**src/acl_pkg.sv**
```systemverilog
// acl_pkg: token kinds, lexer modes, token and result-pair structs, character constants.
// Used by the lexer core, the result queue and the top level. No dependencies.
`timescale 1ns / 1ps

package acl_pkg;

    typedef enum logic [3:0] {
        K_LOCAL    = 4'd0,
        K_IDENT    = 4'd1,
        K_ASSIGN   = 4'd2,
        K_COMMA    = 4'd3,
        K_STRING   = 4'd4,
        K_NUMBER   = 4'd5,
        K_LPAREN   = 4'd6,
        K_RPAREN   = 4'd7,
        K_END      = 4'd8,
        K_UNCLOSED = 4'd9,
        K_UNKNOWN  = 4'd10
    } t_kind;

    typedef enum logic [2:0] {
        M_IDLE  = 3'd0,
        M_NUM   = 3'd1,
        M_IDENT = 3'd2,
        M_STR   = 3'd3,
        M_ERR   = 3'd4
    } t_mode;

    typedef struct packed {
        t_kind       kind;
        logic [15:0] start;
        logic [15:0] length;
    } t_token;

    // Results of one accepted item: tok0 first, tok1 only when two is set
    typedef struct packed {
        t_token tok0;
        t_token tok1;
        logic   two;
    } t_pair;

    localparam int          OUT_TDATA_BITS = 40;
    localparam logic [7:0]  CH_UNDERSCORE  = 8'h5F;
    localparam logic [7:0]  CH_ASSIGN      = 8'h3D;
    localparam logic [7:0]  CH_COMMA       = 8'h2C;
    localparam logic [7:0]  CH_LPAREN      = 8'h28;
    localparam logic [7:0]  CH_RPAREN      = 8'h29;
    localparam logic [7:0]  CH_QUOTE       = 8'h22;
    localparam logic [7:0]  CH_NUL         = 8'h00;
    localparam logic [2:0]  KW_LEN         = 3'd5;

    // Characters of the keyword "local"
    function automatic logic [7:0] kw_char(input logic [2:0] idx);
        logic [7:0] ch;
        case (idx)
            3'd0:    ch = 8'h6C; // l
            3'd1:    ch = 8'h6F; // o
            3'd2:    ch = 8'h63; // c
            3'd3:    ch = 8'h61; // a
            3'd4:    ch = 8'h6C; // l
            default: ch = 8'h00;
        endcase
        return ch;
    endfunction

    function automatic logic is_digit(input logic [7:0] c);
        return (c >= 8'h30) && (c <= 8'h39);
    endfunction

    function automatic logic is_alpha(input logic [7:0] c);
        return ((c >= 8'h61) && (c <= 8'h7A)) || ((c >= 8'h41) && (c <= 8'h5A));
    endfunction

    function automatic logic is_space(input logic [7:0] c);
        return (c == 8'h20) || ((c >= 8'h09) && (c <= 8'h0D));
    endfunction

endpackage

```
**src/acl_lex_core.sv**
```systemverilog
// acl_lex_core: lexer state registers and the single-pass step that turns one byte into
// up to two tokens. Depends on acl_pkg.
`timescale 1ns / 1ps

module acl_lex_core #(
    parameter int POSITION_BITS = 16
) (
    input  logic          i_clk,
    input  logic          i_rst_n,
    input  logic          i_accept,
    input  logic [7:0]    i_byte,
    input  logic          i_end,
    output logic          o_push,
    output acl_pkg::t_pair o_pair
);
    import acl_pkg::*;

    localparam int PW = POSITION_BITS;

    t_mode          r_mode, n_mode;
    logic [PW-1:0]  r_pos, n_pos;
    logic [PW-1:0]  r_origin, n_origin;
    logic [PW-1:0]  r_run, n_run;
    logic           r_kw, n_kw;

    logic   va, vb, do_idle, is_end, ident_ch, kw_hit;
    t_token ta, tb;

    function automatic logic [PW-1:0] sat_inc(input logic [PW-1:0] v);
        return (v == {PW{1'b1}}) ? v : v + PW'(1);
    endfunction

    function automatic logic [15:0] sat16(input logic [PW-1:0] v);
        logic [PW+15:0] w;
        w = {16'b0, v};
        if ((w >> 16) != '0) begin
            return 16'hFFFF;
        end
        return w[15:0];
    endfunction

    function automatic t_token mk(input t_kind k, input logic [PW-1:0] s,
                                  input logic [PW-1:0] l);
        t_token t;
        t.kind   = k;
        t.start  = sat16(s);
        t.length = sat16(l);
        return t;
    endfunction

    assign is_end   = i_end || (i_byte == CH_NUL);
    assign ident_ch = is_alpha(i_byte) || is_digit(i_byte) || (i_byte == CH_UNDERSCORE);
    assign kw_hit   = r_kw && (r_run == PW'(KW_LEN));

    always_comb begin
        n_mode   = r_mode;
        n_pos    = r_pos;
        n_origin = r_origin;
        n_run    = r_run;
        n_kw     = r_kw;
        va       = 1'b0;
        vb       = 1'b0;
        ta       = '0;
        tb       = '0;
        do_idle  = 1'b0;
        if (is_end) begin
            unique case (r_mode)
                M_STR: begin
                    va = 1'b1;
                    ta = mk(K_UNCLOSED, r_origin, r_run);
                end
                M_NUM: begin
                    va = 1'b1;
                    ta = mk(K_NUMBER, r_origin, r_run);
                end
                M_IDENT: begin
                    va = 1'b1;
                    ta = mk(kw_hit ? K_LOCAL : K_IDENT, r_origin, r_run);
                end
                default: ;
            endcase
            vb       = 1'b1;
            tb       = mk(K_END, r_pos, '0);
            n_mode   = M_IDLE;
            n_pos    = '0;
            n_origin = '0;
            n_run    = '0;
            n_kw     = 1'b0;
        end else begin
            n_pos = sat_inc(r_pos);
            unique case (r_mode)
                M_NUM: begin
                    if (is_digit(i_byte)) begin
                        n_run = sat_inc(r_run);
                    end else begin
                        va      = 1'b1;
                        ta      = mk(K_NUMBER, r_origin, r_run);
                        n_mode  = M_IDLE;
                        do_idle = 1'b1;
                    end
                end
                M_IDENT: begin
                    if (ident_ch) begin
                        if (!((r_run < PW'(KW_LEN)) && (i_byte == kw_char(r_run[2:0])))) begin
                            n_kw = 1'b0;
                        end
                        n_run = sat_inc(r_run);
                    end else begin
                        va      = 1'b1;
                        ta      = mk(kw_hit ? K_LOCAL : K_IDENT, r_origin, r_run);
                        n_mode  = M_IDLE;
                        do_idle = 1'b1;
                    end
                end
                M_STR: begin
                    if (i_byte == CH_QUOTE) begin
                        va     = 1'b1;
                        ta     = mk(K_STRING, r_origin, r_run);
                        n_mode = M_IDLE;
                    end else begin
                        n_run = sat_inc(r_run);
                    end
                end
                M_ERR: ;
                default: do_idle = 1'b1;
            endcase

            // Byte lexed from the idle state, possibly right after a flush
            if (do_idle) begin
                if (is_space(i_byte)) begin
                    // skipped
                end else if (i_byte == CH_ASSIGN) begin
                    vb = 1'b1;
                    tb = mk(K_ASSIGN, r_pos, PW'(1));
                end else if (i_byte == CH_COMMA) begin
                    vb = 1'b1;
                    tb = mk(K_COMMA, r_pos, PW'(1));
                end else if (i_byte == CH_LPAREN) begin
                    vb = 1'b1;
                    tb = mk(K_LPAREN, r_pos, PW'(1));
                end else if (i_byte == CH_RPAREN) begin
                    vb = 1'b1;
                    tb = mk(K_RPAREN, r_pos, PW'(1));
                end else if (is_digit(i_byte)) begin
                    n_mode   = M_NUM;
                    n_origin = r_pos;
                    n_run    = PW'(1);
                end else if (is_alpha(i_byte) || (i_byte == CH_UNDERSCORE)) begin
                    n_mode   = M_IDENT;
                    n_origin = r_pos;
                    n_run    = PW'(1);
                    n_kw     = (i_byte == kw_char(3'd0));
                end else if (i_byte == CH_QUOTE) begin
                    n_mode   = M_STR;
                    n_origin = sat_inc(r_pos);
                    n_run    = '0;
                end else begin
                    vb     = 1'b1;
                    tb     = mk(K_UNKNOWN, r_pos, PW'(1));
                    n_mode = M_ERR;
                end
            end
        end
    end

    // Compact the two candidate slots so the first result always sits in tok0
    always_comb begin
        if (va) begin
            o_pair.tok0 = ta;
            o_pair.tok1 = tb;
            o_pair.two  = vb;
        end else begin
            o_pair.tok0 = tb;
            o_pair.tok1 = '0;
            o_pair.two  = 1'b0;
        end
    end

    assign o_push = i_accept && (va || vb);

    always_ff @(posedge i_clk) begin
        if (!i_rst_n) begin
            r_mode   <= M_IDLE;
            r_pos    <= '0;
            r_origin <= '0;
            r_run    <= '0;
            r_kw     <= 1'b0;
        end else if (i_accept) begin
            r_mode   <= n_mode;
            r_pos    <= n_pos;
            r_origin <= n_origin;
            r_run    <= n_run;
            r_kw     <= n_kw;
        end
    end

endmodule

```
**src/acl_tok_queue.sv**
```systemverilog
// acl_tok_queue: two-entry queue of result pairs; serialises each pair onto the output,
// one token per handshake. Depends on acl_pkg.
`timescale 1ns / 1ps

module acl_tok_queue (
    input  logic            i_clk,
    input  logic            i_rst_n,
    input  logic            i_push,
    input  acl_pkg::t_pair  i_pair,
    output logic            o_ready,
    output logic            o_valid,
    input  logic            i_ready,
    output acl_pkg::t_token o_tok,
    output logic            o_last
);
    import acl_pkg::*;

    t_pair      r_mem [2];
    logic       r_wr_ptr, r_rd_ptr, r_sub;
    logic [1:0] r_count, n_count;
    t_pair      head;
    logic       pop, take;

    assign head    = r_mem[r_rd_ptr];
    assign o_valid = (r_count != 2'd0);
    assign o_ready = (r_count != 2'd2);
    assign o_tok   = r_sub ? head.tok1 : head.tok0;
    assign o_last  = r_sub || !head.two;
    assign take    = o_valid && i_ready;
    assign pop     = take && o_last;

    always_comb begin
        n_count = r_count;
        if (i_push && !pop) begin
            n_count = r_count + 2'd1;
        end else if (!i_push && pop) begin
            n_count = r_count - 2'd1;
        end
    end

    always_ff @(posedge i_clk) begin
        if (i_push) begin
            r_mem[r_wr_ptr] <= i_pair;
        end
    end

    always_ff @(posedge i_clk) begin
        if (!i_rst_n) begin
            r_wr_ptr <= 1'b0;
            r_rd_ptr <= 1'b0;
            r_sub    <= 1'b0;
            r_count  <= 2'd0;
        end else begin
            r_count <= n_count;
            if (i_push) begin
                r_wr_ptr <= !r_wr_ptr;
            end
            if (pop) begin
                r_rd_ptr <= !r_rd_ptr;
                r_sub    <= 1'b0;
            end else if (take) begin
                r_sub <= 1'b1;
            end
        end
    end

endmodule

```
**src/assignment_call_lexer_unit.sv**
```systemverilog
// assignment_call_lexer_unit: top level of the streaming lexer for assignment and call
// statements. Depends on acl_pkg, acl_lex_core and acl_tok_queue.
`timescale 1ns / 1ps

// Source bytes enter on the slave stream, one item per byte; tlast high (or a zero byte)
// ends the source, flushes any pending token and emits an end token, after which offsets
// restart at zero. Tokens leave on the master stream as kind, start offset and length,
// with tlast marking the final token caused by one input item. An item is lexed in the
// cycle it is accepted: the lexer state registers and one pass of byte classification
// produce its tokens, which go into a two-entry result queue. The slave side takes one
// byte every cycle while the queue has a free entry. An item that yields two tokens (a
// number or identifier ended by a punctuation or unknown byte, or an end of source after
// a pending token) needs two output handshakes, so the output stream sets the sustained
// rate at one token per cycle while m_axis_tready is high.
// Offsets and lengths saturate at 2^POSITION_BITS - 1 and at 65535 on the ports.
module assignment_call_lexer_unit #(
    parameter int POSITION_BITS = 16
) (
    input  logic        i_clk,
    input  logic        i_rst_n,
    // Source bytes
    input  logic        s_axis_tvalid,
    output logic        s_axis_tready,
    input  logic [7:0]  s_axis_tdata,   // [7:0] in_byte
    input  logic        s_axis_tlast,   // end_of_source
    // Tokens
    output logic        m_axis_tvalid,
    input  logic        m_axis_tready,
    output logic [acl_pkg::OUT_TDATA_BITS-1:0] m_axis_tdata,
                                        // [3:0] token_kind, [19:4] token_start,
                                        // [35:20] token_length, [39:36] zero
    output logic        m_axis_tlast    // last_of_run
);
    import acl_pkg::*;

    logic   accept, push;
    t_pair  pair;
    t_token tok;

    assign accept = s_axis_tvalid && s_axis_tready;

    acl_lex_core #(
        .POSITION_BITS(POSITION_BITS)
    ) u_core (
        .i_clk    (i_clk),
        .i_rst_n  (i_rst_n),
        .i_accept (accept),
        .i_byte   (s_axis_tdata),
        .i_end    (s_axis_tlast),
        .o_push   (push),
        .o_pair   (pair)
    );

    acl_tok_queue u_queue (
        .i_clk   (i_clk),
        .i_rst_n (i_rst_n),
        .i_push  (push),
        .i_pair  (pair),
        .o_ready (s_axis_tready),
        .o_valid (m_axis_tvalid),
        .i_ready (m_axis_tready),
        .o_tok   (tok),
        .o_last  (m_axis_tlast)
    );

    // Pack token fields, kind in the lowest bits
    assign m_axis_tdata = {4'b0, tok.length, tok.start, tok.kind};

endmodule
```
**config.mk**
```make
export PLATFORM = sky130hd
export DESIGN_NAME = assignment_call_lexer_unit
export DESIGN_NICKNAME = d
export VERILOG_FILES = /design/src/acl_pkg.sv /design/src/acl_lex_core.sv /design/src/acl_tok_queue.sv /design/src/assignment_call_lexer_unit.sv
export SDC_FILE = /design/constraint.sdc
export NUM_CORES = 1
export LEC_CHECK = 0
export BUFFER_PORTS_ARGS = -buffer_cell sky130_fd_sc_hd__clkbuf_2
export CELL_PAD_IN_SITES_DETAIL_PLACEMENT = 0
export CELL_PAD_IN_SITES_GLOBAL_PLACEMENT = 2
export CORE_MARGIN = 8
export CORE_UTILIZATION = 30
export DETAILED_ROUTE_END_ITERATION = 7
export PLACE_DENSITY_LB_ADDON = 0.08
export SLEW_MARGIN = 30
export SYNTH_ARGS = -nofsm -noshare
export SYNTH_HDL_FRONTEND = slang
export SYNTH_SLANG_ARGS = --single-unit
```
**constraint.sdc**
```tcl
create_clock -name i_clk -period 14.4 [get_ports i_clk]
set_input_delay 2.16 -clock i_clk [delete_from_list [all_inputs] [get_ports i_clk]]
set_output_delay 2.16 -clock i_clk [all_outputs]
set_load 0.01 [all_outputs]
```
==> results.cfg, run 1 <==
[floorplanning]
core_um2 = 27780
fp-row-count = 61
die_x_um = 184.0
start_util_pct = 30.49
die_area_um2 = 33860
ios = 56
die-height_um = 184.0

[sta]
setup_viol_count_final = 0
setup_repair_after_global_routing_missed_its_margin = false
final.setup_skew_ns = 0.01920
worst_hold_slack_ns = 0.4526
final_hold_fails = 0
worst_pin_slew_ns = 0.8518
fin_setup_tns_ns = 0
maxSlewViolCount = 0
timing.slew.headroom_pct = 43.15
finalCritPeriodShare_pct = 35.17
fmax_mhz = 197.4
layout_min_cycle_time_ns = 5.065

[critical_path]
cp_slowest_stage_delay_ns = 0.61
critical_path.top_delay_family = compound AO/OA/AOI/OAI gates
cp_data_arrival_time_ns = 5.11
worst_setup_path_start_kind = input port
critical_path_peak_fanout = 57
worst_r2r_startpoint = u_core.r_mode[1]
cpMostUsedCell = a21oi_2
critPathRequiredTime_ns = 14.44
slowest_stage = buf_4
timing.critical_path.buf_inv = 2
cp-startpoint = s_axis_tdata[2]
worstSetupEndpointType = register
timing.setup.critical_path_class = in -> reg
cell_breakdown_of_the_critical_path = clkbuf_2, nor4_4, a21oi_2, a21oi_2, a41oi_1, a21oi_1, nor2b_4, buf_4

[grt]
grt_max_degree = 58
groute.layer.met1.usage_pct = 21.45
global_route.usage.met3_pct = 3.281
grt_pass1_vias = 6070
globalRoute.totalOverflow = 0
number_of_antenna_violations_at_the_first_check_in_global_routing = 0
globalRouteTotalUtil_pct = 14.30
grt_pass1_wl_um = 37270
grt.busiest_layer = met1
grt.met2_usage_pct = 20.51

[synthesis]
number_of_register_bits_inferred_by_synthesis = 172
synth_top_flop_cell = edfxtp_1
combinational_family_with_the_most_area_after_synthesis = simple AND/OR/NAND/NOR gates
ys_warn_count = 0
synth_compound_gate_area_share_pct = 13.68
syn_avg_cell_area_um2 = 11.34
synthCells = 747
synth-xor-area-share_pct = 1.861
yosys.cell_types.count = 72
synth-edff-count = 114
async_flop_share_pct = 0
multiplexer_share_of_the_synthesized_area_pct = 8.480
synth_seq_area_share_pct = 54.13
synth_adder_area_share_pct = 1.182
syn-cell-area_um2 = 8469
simple_gate_portion_of_the_synthesized_area_pct = 16.80

[cells_and_area]
drive_above_1_share_pct = 17.25
multi_input_combinational_cell_area_um2 = 3585
layout.area.seq_um2 = 4589
final_common_cell = edfxtp_1
finalCoreUtilization_pct = 34.66
postLayoutCellArea_um2 = 9630
layout_nets = 785
filler_cell_count = 2835
mostFrequentLayoutCells = edfxtp_1 (114), nor2_1 (72), dfxtp_1 (56)
area_growth_syn_to_layout_pct = 13.71
antenna_cells_inserted = 0

[cts]
hold_bufs_at_cts = 0
clkSinkCount = 172
ctsRootBufferMaster = clkbuf_16
cts_tree = done
postCtsSetupRepairBufs = 0
cts_buffer_depth = 2
post_cts_resized = 0
clkLatencyLatePin_ns = 0.43
numCtsBuffers = 17
cts.htree.levels = 4
path_clk_slew_ns = 0.07

[detailed_routing]
number_of_detailed_route_iterations_in_the_first_pass = 5
drt_drc_violations_left = 0
via_count = 5997
ant_nets = 0
drt-vias-per-instance = 5.192
post_drt_wl_per_cell_um = 20.48
starting_drt_drc_count = 362
detail_route.wirelength_um = 23660

[place]
placedInstanceArea_um2 = 8986
weighted_congestion_reported_at_the_end_of_routability_driven_placement = 0.8189
hpwl_um = 16200
buffer_ports.inserted = 51

[power]
ir_drop_mv = 0.09026
post-layout-total-power_w = 0.001390
power.density_nw_per_um2 = 144.4
static_leakage_nw = 3.349

[min_path]
hold_path_class = reg -> reg
worstHoldStart = u_core.r_origin[2]

[run_status]
outcome = completed

[flow_run]
max-cap-violations = 0
[area by class of cell]
| cell class | count | share of cell area, % |
|---|---|---|
| Inverter | 9 | 0.3508 |
| Clock buffer | 17 | 4.417 |
| Clock inverter | 15 | 1.962 |
| Multi-Input combinational cell | 505 | 37.22 |
| Sequential cell | 172 | 47.65 |
| Tap cell | 378 | 4.911 |
| Timing Repair Buffer | 59 | 3.482 |
[cells in the mapped netlist, drive strengths merged (3+ instances only)]
cell / count / area [um2]
mux2i: 20 / 200.2
or3: 4 / 25.02
o211a: 3 / 30.03
inv: 9 / 33.78
and3: 14 / 87.58
nand2: 46 / 172.7
a21oi: 39 / 225.2
a31oi: 9 / 56.30
a22oi: 4 / 35.03
nor3: 20 / 100.1
and2: 34 / 212.7
a22o: 16 / 140.1
nand4: 13 / 81.33
xor2: 8 / 70.07
nand3: 24 / 120.1
ha: 8 / 100.1
o221a: 4 / 45.04
a41oi: 3 / 26.28
nand4b: 3 / 26.28
nor2: 74 / 282.8
nor2b: 8 / 50.05
edfxtp: 114 / 3423
nand2b: 4 / 25.02
a41o: 4 / 40.04
mux2: 4 / 45.04
o211ai: 3 / 27.52
o21a: 6 / 45.04
clkbuf: 36 / 135.1
xnor2: 10 / 87.58
o21ai: 23 / 115.1
nand3b: 3 / 22.52
dfxtp: 58 / 1161
nor4: 9 / 77.57
o32ai: 3 / 26.28
a21o: 8 / 60.06
and4: 7 / 61.31
mux4: 21 / 473.0
o2bb2ai: 11 / 96.34
buf: 28 / 155.1
[where the power goes]
part,total [W],internal (W),switching (W)
clock network,0.000475,0.000253,0.000223
logic,0.000292,0.000116,0.000176
registers,0.000623,0.000595,0.0000282
total,0.00139,0.000964,0.000427
[state kept, by name (all words and copies together), names as in the netlist, named ones only]
register / count
u_core.r_kw: 1
u_core.r_mode: 3
u_core.r_origin: 16
u_core.r_pos: 16
u_core.r_run: 16
u_queue.r_count: 2
u_queue.r_mem: 114
u_queue.r_rd_ptr: 1
u_queue.r_sub: 1
u_queue.r_wr_ptr: 1
[stage by stage]
stage	worst slack [ns]	cells
after floorplan	7.830	750
after global placement	9.012	1122
after detailed placement	8.904	1122
after CTS	9.356	1154
after global routing	9.121	1155
final	9.335	1155
[tightest hold or removal path, cell delays in order, from the launching register on]
cell and delay, ns:
dfxtp_1 0.31, nand2_1 0.05, o21ai_1 0.05
[layer usage]
metal / share of wire, % / routed length [um]
met1: 53 / 12550
met3: 4.5 / 1069
met4: 0.59 / 140
met5: 0 / 0
met2: 42 / 9895
[final timing paths]
check / endpoint / slack (ns) / cells after the start
hold reg to reg: u_core.r_origin[2] / 0.45 / 2
hold / removal: u_core.r_origin[2] / 0.45 / 2
setup reg to reg: u_queue.r_mem[0][33] / 11.31 / 6
setup / recovery: u_queue.r_mem[0][33] / 9.34 / 8
[cell families after synthesis]
logic type,count (synthesis)
compound gates,158
buf+inv,73
xor+xnor,18
other cells,1
mux,45
flops,172
fa+ha+maj,8
simple gates,272
No activity file was read; power rests on OpenSTA's default activity.
==> run 2, diff against run 1 <==
ABC_AREA = 1   (was unset)
clock period = 5.15 ns   (was 14.4 ns; I/O delays follow)
==> run 2 against run 1 <==
  * Die area up 6.0%
  * Sequential cell count unchanged
  * Core utilization shrank 0.38 points
  * Register-to-register slack lost 9.2 ns
  * First-iteration DRC count up 27%
  * Largest power group unchanged
==> results.cfg, run 2 <==
[place]
hpwl_um = 19000
numPlacedInstances = 1528
placedInstanceArea_um2 = 9572
weighted_congestion_reported_at_the_end_of_routability_driven_placement = 0.8082
buffer_ports.inserted = 51

[cells_and_area]
postLayoutCellArea_um2 = 10160
antenna_cells_inserted = 0
final_common_cell = nand2_1
drive_above_1_share_pct = 11.62
number_of_flip_flops_in_the_largest_register = 114
layout_nets = 1178
area_growth_syn_to_layout_pct = 12.53
max_flop_register = u_queue.r_mem
layout.cells.non_filler = 1560
filler_cell_count = 3207
mostFrequentLayoutCells = nand2_1 (220), nor2_1 (155), inv_1 (123)

[critical_path]
critical_path_peak_fanout = 26
cp-startpoint = u_queue.r_sub
r2r_slack_ns = 2.10
worst_setup_path_endpoint = m_axis_tdata[21]
worst_setup_path_start_kind = register
worstSetupEndpointType = primary output
worst_r2r_startpoint = u_core.r_mode[2]
cp_data_arrival_time_ns = 2.37
crit-reg2reg-capture = u_queue.r_mem[0][22]
critPathRequiredTime_ns = 4.38
timing.setup.critical_path_class = reg -> out
worst_r2r_path_depth = 11

[power]
clock_network_fraction_of_total_power_pct = 31.4
switching_power_w = 0.001460
comb_power_share_pct = 26.7
ir_drop_mv = 0.2149
switching_share_pct = 35.48
static_leakage_nw = 4.041
power.density_nw_per_um2 = 405.0
power_report.internal_total_w = 0.002655
sequentialPowerShare_pct = 41.8

[floorplanning]
die_x_um = 189.5
die_area_um2 = 35910
core_um2 = 29640
start_util_pct = 30.47
die-height_um = 189.5
ios = 56
fp-row-count = 63

[detailed_routing]
detail_route.wirelength_um = 27430
ant_nets = 0
starting_drt_drc_count = 460
post_drt_wl_per_cell_um = 17.59
drt_drc_violations_left = 0
number_of_detailed_route_iterations_in_the_first_pass = 5
via_count = 7399
drt-vias-per-instance = 4.743

[min_path]
hold_path_class = reg -> reg

[synthesis]
ys_warn_count = 0
yosys.cell_types.count = 37
synth-xor-area-share_pct = 0.9699
synth_seq_area_share_pct = 50.77
synth.cells.most_frequent = nand2_1 (220), nor2_1 (156), inv_1 (124), edfxtp_1 (114), o21ai_0 (104)
synth_adder_area_share_pct = 1.108
simple_gate_portion_of_the_synthesized_area_pct = 24.64
number_of_register_bits_inferred_by_synthesis = 172
synth.area.top_cells = edfxtp_1 (38%), dfxtp_1 (13%), nand2_1 (9.1%), nor2_1 (6.5%), o21ai_0 (5.8%)
yosysTopAreaCell = edfxtp_1
async_flop_share_pct = 0
synthCells = 1128
syn_avg_cell_area_um2 = 8.005
multiplexer_share_of_the_synthesized_area_pct = 0
syn-cell-area_um2 = 9030
combinational_family_with_the_most_area_after_synthesis = simple AND/OR/NAND/NOR gates
synth_compound_gate_area_share_pct = 13.37
synth_top_flop_cell = edfxtp_1
synth.top_cell.area_share_pct = 37.91
yosys.cell_count.top_type = nand2_1
synth-edff-count = 114

[grt]
globalRouteTotalUtil_pct = 15.51
grt_pass1_vias = 7157
grt_max_degree = 58
globalRoute.totalOverflow = 0
grt_pass1_wl_um = 43280
number_of_antenna_violations_at_the_first_check_in_global_routing = 0

[cts]
numCtsBuffers = 17
ctsRootBufferMaster = clkbuf_16
clkSinkCount = 172
cts.htree.levels = 4
cts_buffer_depth = 2
postCtsSetupRepairBufs = 0
path_clk_slew_ns = 0.07
post_cts_resized = 0
clkLatencyLatePin_ns = 0.43
hold_bufs_at_cts = 0
cts_tree = done

[sta]
final.setup_skew_ns = 0.01726
timing.slew.headroom_pct = 40.20
finalCritPeriodShare_pct = 61.04
worst_pin_slew_ns = 0.8960
worst_hold_slack_ns = 0.4447
setup_repair_after_global_routing_missed_its_margin = false
fmax_mhz = 318.1
fin_setup_tns_ns = 0
layout_min_cycle_time_ns = 3.144
final_hold_fails = 0
maxSlewViolCount = 0
setup_viol_count_final = 0

[flow_run]
max-cap-violations = 0

[run_status]
outcome = completed
run 2: cell types whose count changed after synthesis, sizes merged, moves of 14 or more:
cell	before	now
nor2	74	160
and3	14	0
mux4	21	0
o22ai	1	22
inv	9	135
nand2	46	233
a22o	16	0
nand3	24	84
o21ai	23	122
mux2i	20	0
a21oi	39	69
and2	34	0
run 2: cell families after synthesis:
| kind of cell | after synthesis |
|---|---|
| AO/OA/AOI/OAI | 226 |
| XOR/XNOR | 10 |
| adder cells (fa/ha/maj) | 8 |
| buffers and inverters | 193 |
| flip-flops | 172 |
| other | 1 |
| AND/OR/NAND/NOR | 518 |
run 2: critical path, stage by stage (launching register included):
cell      delay [ns]
dfxtp_1         0.30
buf_4           0.20
inv_1           0.68
buf_4           0.33
o21ai_0         0.11
nor2_1          0.16
clkbuf_2        0.16
run 2: through the flow:
stage               util, %  power [W]  worst slack [ns]
floorplan                 -   0.002455            0.4467
global placement      32.29   0.002884             1.650
detailed placement    32.29   0.002883             1.620
CTS                   34.28   0.004197             1.918
global route          34.28   0.004374             1.748
finish                34.28   0.004115             2.006
run 2: per-layer routing:
layer	global-route usage, %	up-vias	share of wire (%)	wire, um
met5	0	-	0	0
met4	3.307	0	0.63	172
met3	2.594	10	2.7	739
met2	22.17	118	42	11400
met1	23.86	3448	55	15120
li1	-	3823	-	-
run 2: worst min-delay path by stage:
stage                  startpoint                 end  depth (start not counted)
2_1_floorplan  u_core.r_origin[9]  u_core.r_origin[9]                          2
3_3_place_gp     u_queue.r_rd_ptr            register                          1
3_5_place_dp     u_queue.r_rd_ptr            register                          1
4_1_cts        u_core.r_origin[9]  u_core.r_origin[9]                          2
5_1_grt        u_core.r_origin[6]  u_core.r_origin[6]                          2
6_report       u_core.r_origin[6]  u_core.r_origin[6]                          2
run 2: cell type report:
cell class                 instances  area [um2]  area share [%]
tap                              390       488.0           4.802
clock inverter                    15       163.9           1.613
inverter                         138       518.0           5.098
timing repair buffer              62       337.8           3.325
clock buffer                      17       425.4           4.187
multi-input combinational        766        3642           35.85
sequential                       172        4586           45.13
run 2: power groups by stage:
| stage | sequential, W | clock (W) | combinational [W] |
|---|---|---|---|
| after floorplan | 0.00175 | 0 | 0.000705 |
| after CTS | 0.00172 | 0.00134 | 0.00113 |
| final | 0.00172 | 0.00129 | 0.00110 |
| after global placement | 0.00175 | 0 | 0.00113 |
| after detailed placement | 0.00175 | 0 | 0.00113 |
| after global routing | 0.00174 | 0.00139 | 0.00124 |
